--- config.mk ---
export PLATFORM = sky130hd
export DESIGN_NAME = bist_cell
export DESIGN_NICKNAME = d
export VERILOG_FILES = /design/src/sv/bounded_integer_set_table_unit_defines.svh /design/src/sv/bist_pkg.sv /design/src/sv/bist_cell.sv
export SDC_FILE = /design/constraint.sdc
export NUM_CORES = 1
export LEC_CHECK = 0
export BUFFER_PORTS_ARGS = -buffer_cell sky130_fd_sc_hd__buf_2
export CORE_MARGIN = 2
export CORE_UTILIZATION = 35
export DETAILED_ROUTE_END_ITERATION = 12
export PLACE_DENSITY_LB_ADDON = 0.05
export RECOVER_POWER = 50
export SKIP_LAST_GASP = 1
export SYNTH_ARGS = -nofsm -noshare
export SYNTH_HDL_FRONTEND = slang
export SYNTH_SLANG_ARGS = --single-unit
export TNS_END_PERCENT = 5
--- constraint.sdc ---
create_clock -name clock -period 5 [get_ports clock]
set_input_delay 0.25 -clock clock [delete_from_list [all_inputs] [get_ports clock]]
set_output_delay 0.25 -clock clock [all_outputs]
set_load 0.005 [all_outputs]
--- src/sv/bounded_integer_set_table_unit_defines.svh ---
// Assertion macros for the bounded integer set table unit.
// Included by modules that carry concurrent checks; no other dependencies.
`ifndef BOUNDED_INTEGER_SET_TABLE_UNIT_DEFINES_SVH
`define BOUNDED_INTEGER_SET_TABLE_UNIT_DEFINES_SVH
`ifndef SYNTHESIS
`define BIST_ASSERT(label, clk, rst, prop) \
   label: assert property (@(posedge clk) disable iff (rst) (prop)) \
      else $error("bist assertion failed");
`define BIST_ASSERT_NEXT(label, clk, rst, cond, conseq) \
   label: assert property (@(posedge clk) disable iff (rst) (cond) |=> (conseq)) \
      else $error("bist assertion failed");
`else
`define BIST_ASSERT(label, clk, rst, prop)
`define BIST_ASSERT_NEXT(label, clk, rst, cond, conseq)
`endif
`endif

--- src/sv/bist_pkg.sv ---
// Shared types, constants and helpers for the bounded integer set table unit.
// No dependencies; used by bist_cell and the top level.
`timescale 1ns / 1ps
package bist_pkg;

   localparam int CAPACITY = 128;
   localparam int CNT_W    = $clog2(CAPACITY + 1);
   localparam int VAL_W    = 32;
   localparam int FUNC_W   = 2;
   localparam int RSP_W    = 16;

   localparam logic [CNT_W-1:0] CAP_CNT = CNT_W'(CAPACITY);

   typedef enum logic [FUNC_W-1:0] {
      OP_INSERT = 2'd0,
      OP_REMOVE = 2'd1,
      OP_LOOKUP = 2'd2,
      OP_CLEAR  = 2'd3
   } op_type;

   typedef enum logic [1:0] {
      ST_IDLE,
      ST_MATCH,
      ST_APPLY
   } state_type;

   // per-cell command from the sequencer
   typedef struct packed {
      logic capture;
      logic load;
      logic shift;
   } cell_ctrl_type;

   // bit i set when any bit 0..i of v is set
   function automatic logic [CAPACITY-1:0] prefix_or(input logic [CAPACITY-1:0] v);
      logic [CAPACITY-1:0] r;
      r = v;
      for (int s = 1; s < CAPACITY; s = s * 2) begin
         r = r | (r << s);
      end
      return r;
   endfunction

endpackage

--- src/sv/bist_cell.sv ---
// One storage cell of the set table: holds one entry and its match flag.
// Depends on bist_pkg; takes its neighbor's entry for compaction.
`timescale 1ns / 1ps
module bist_cell
   import bist_pkg::*;
(
   input  logic               clock,
   input  logic               reset,
   input  cell_ctrl_type      ctrl,
   input  logic               live,
   input  logic [VAL_W-1:0]   key,
   input  logic [VAL_W-1:0]   next_entry,
   output logic [VAL_W-1:0]   entry,
   output logic               match
);

   logic [VAL_W-1:0] entry_ff;
   logic             match_ff;

   always_ff @(posedge clock) begin
      if (reset) begin
         match_ff <= 1'b0;
      end else if (ctrl.capture) begin
         match_ff <= live && (entry_ff == key);
      end
   end

   // load and shift never coincide: one comes from insert, the other from remove
   always_ff @(posedge clock) begin
      if (ctrl.load) begin
         entry_ff <= key;
      end else if (ctrl.shift) begin
         entry_ff <= next_entry;
      end
   end

   assign entry = entry_ff;
   assign match = match_ff;

endmodule
### After elaboration in Yosys (flattened, before gate mapping)

Cells that the tools add are included.

* register bits: 33
* output and inout bits: 33
* word-level logic and storage cells: 7

* equal/unequal tests: 1
* multiplexer cells: 2
* reduce and logical (&&, ||, !) cells: 2

Operators with widths (number)
* $mux W32: 2
* $eq A32 B32 Y1: 1
* $reduce_bool A2 Y1: 1
* $logic_and A1 B1 Y1: 1

### Logic depth before layout (Yosys ltp)

* depth after elaboration: 2
* mapped depth: 5
* gate-level depth less buffers: 5

### Worst setup path after synthesis

Ideal clock, no wire load.

* kind: input port to flip-flop
* start: input port ctrl[1] (netlist name)
* end: register entry_ff[0] (netlist: entry[0]) (enable)
* setup time: 390 ps
* arrival time: 1465 ps
* required time: 4610 ps
* setup slack: 3145 ps
* stages: 3
* path buffers: 2
* cell sequence: clkbuf_1 -> buf_2 -> or2_1

* cells in the longest elaborated chain, start to end: 1

RTL lines
* start: declaration: line bist_cell.sv:9 `input cell_ctrl_type ctrl,`
* $reduce_bool A2 Y1 (no line)
* end signal: assignment: line bist_cell.sv:31 `entry_ff <= key;`
* end signal: assignment: line bist_cell.sv:33 `entry_ff <= next_entry;`
* end: declaration: line bist_cell.sv:17 `logic [VAL_W-1:0] entry_ff;`

No other way between the ends.
A chain may end at the register's enable or synchronous reset.

### Worst setup path in the final report

* start: input port ctrl[1] (netlist name)
* end: register entry_ff[12] (netlist: entry[12]) (enable)

Same word-level chain as after synthesis.

==> run summary <==
Status - complete, but fails checks
Violated checks - capacitance limit, slew limit
Worst hold path class - in2reg
Total grt overflow - 0
# IOs - 103
Sequential share of the synthesized area - 56.5%
Worst path slowest cell - clkbuf_1
Crit Path Category - in2reg
Clock Skew - 3.78 ps
#FFs+latches synth - 33
Largest stage delay on the critical path - 1260 ps
Maximum VDD drop - 0.166 mV
Clock-pin transition on the worst setup and hold timing paths - 70 ps
Avg Vias per Cell - 4.44
Min Clock Period, post-route - 2310 ps
GR Util All Layers - 14.4%
Per-cell routed wire length - 13.6 µm
FMAX - 433 MHz
Port Buf Inserts - 102
Core Box Area - 0.00475 mm²
Largest net degree at the start of global routing - 34
DRT Pass-1 Iters - 4
Share of cells above drive strength 1 - 50.0%
DR iter-0 viols - 56
Synth top area cells - edfxtp_1, mux2_2, xnor2_1
CTS Buf Count - 5
Met2 layer usage reported by global route - 23.4%
GPL Wtd Cong - 0.727
PwrDens - 303 mW/mm²
Die Y - 74.4 µm
Vias - 1293
Mapped cell area - 0.00174 mm²
Clock Path Buffers - 2
DRT antenna net count - 0
First-pass GRT wire length - 5940 µm
RSZ-0062 raised after global routing - no
CP required - 4940 ps
Worst-path fanout max - 33
Final #Nets - 293
Critical path cell sequence - clkbuf_1 -> or2_0 -> buf_4
Synth Net Count - 187
Worst Setup Start Kind - input port
Post-synth top area share - 55.4%
M3 GR Usage - 3.93%
Die X - 74.4 µm
Post-CTS resize count - 0
Skew-Pair Late Insertion Delay - 270 ps
Pre-CTS WS - 3140 ps
CP Capture Type - register
Detailed-route wire length - 3950 µm
Initial antenna violation count - 0
CTS tree - yes
Gate Count Post-Synth - 117
Max-slew violations - 34
Yosys top cell by area - edfxtp_1
Design Area, Final - 0.00240 mm²
Clock Sinks - 33
Post-DP Area - 0.00231 mm²
DIE AREA - 0.00554 mm²
M1 GR Usage - 18.1%
Residual DRC count - 0
Initial Util - 36.5%
ANT cells - 0
Setup WS post-layout - 2690 ps
Slew Limit Headroom - -19.3%
Worst EP arrival - 2240 ps
Number of global-route vias before repair - 1306
Core Rows - 25
Htree depth - 2
Fillers - 458
Synth cell types - 16
Yosys warnings - 0
Tightest Pin Transition - 1790 ps
CTS Hold Buffers Added - 0
Leakage - 0.972 nW
Syn avg cell area - 14.8 µm²
Setup TNS - 0 ps
Most crowded layer after global routing - met2
Max cap viols - 1
Final Hold Vio Count - 0
Setup Viol. Count Final - 0
CTS root buffer - clkbuf_8
Part of the cycle the worst path needs - 46.2%
Area grow syn2layout - 38.2%
Setup repair bufs after CTS - 0
## per-stage QoR
step | util (%) | power [mW] | hold slack, ps | cells
detailed placement | 48.7 | 0.501 | 442 | 283
CTS | 50.9 | 0.740 | 238 | 291
global route | 50.4 | 0.765 | 250 | 291
floorplan | - | 0.429 | 411 | 117
finish | 50.4 | 0.728 | 249 | 291
global placement | 48.7 | 0.497 | 432 | 283
## registers in the layout, indices dropped and copies added, names as in the netlist
name / count
entry: 32
match: 1
## worst paths after layout
check / startpoint / slack [ps] / cells after the start / to
worst max-delay path: ctrl[1] / 2690 / 3 / entry[12]
worst min register to register: match / 450 / 2 / match
worst min-delay path: ctrl[2] / 250 / 4 / match
worst max register to register: entry[6] / 3500 / 5 / match
## metal layers
layer	vias up	share of wire (%)	wire length [µm]
met3	9	7.5	296
met1	578	43	1680
met4	0	2.3	89
met5	-	0	0
met2	58	48	1880
li1	648	-	-
## synth_stat cells
cell type and instances:
buf_2 1, buf_4 2, clkbuf_1 1, dfxtp_1 1
edfxtp_1 32, mux2_1 12, mux2_2 20, nand2_1 2
nand3_1 1, nand4_1 6, nor2_1 1, nor4_1 4
o21ai_1 1, or2_1 1, xnor2_1 23, xor2_1 9
## report_power, final
part	internal, mW	leakage (nW)	total, mW	switching [mW]
registers	0.339	0.334	0.359	0.0197
clock network	0.147	0.0528	0.238	0.0911
logic	0.0756	0.585	0.131	0.0552
## logic make-up (layout without fill, tap and decap cells)
family                    after synthesis  in the layout  share of synthesized area (%)
and+or+nand+nor                        15             15                           4.90
xor gates and xnor gates               32             32                           16.2
DFF                                    33             33                           56.5
AOI/OAI and AO/OA                       1              1                          0.288
muxes                                  32             32                           20.8
buffers and inverters                   4            111                           1.37
## worst max-delay path, delay by kind of cell
family | cells | cell delay, ps
buf+inv | 2 | 1650
simple gates | 1 | 320
## cell type report
class / instances / area [µm²] / share of cell area (%)
multi-input combinational: 80 / 731 / 30.5
clock inverter: 2 / 33.8 / 1.41
tap: 67 / 83.8 / 3.50
clock buffer: 6 / 72.6 / 3.03
timing repair buffer: 103 / 497 / 20.7
sequential: 33 / 981 / 40.9
## layout by cell type, fill, tap and decap left out
master and count:
clkbuf_8 5, mux2_2 20, nand3_1 1, buf_4 1
nand2_1 2, nor4_1 4, xor2_1 9, bufinv_16 1
clkinv_1 1, buf_1 2, or2_0 1, mux2_1 12
dfxtp_1 1, xnor2_1 23, clkbuf_1 16, nand4_1 6
o21ai_1 1, nor2_1 1, edfxtp_1 32, buf_2 85
No activity file was read; power rests on OpenSTA's default activity.
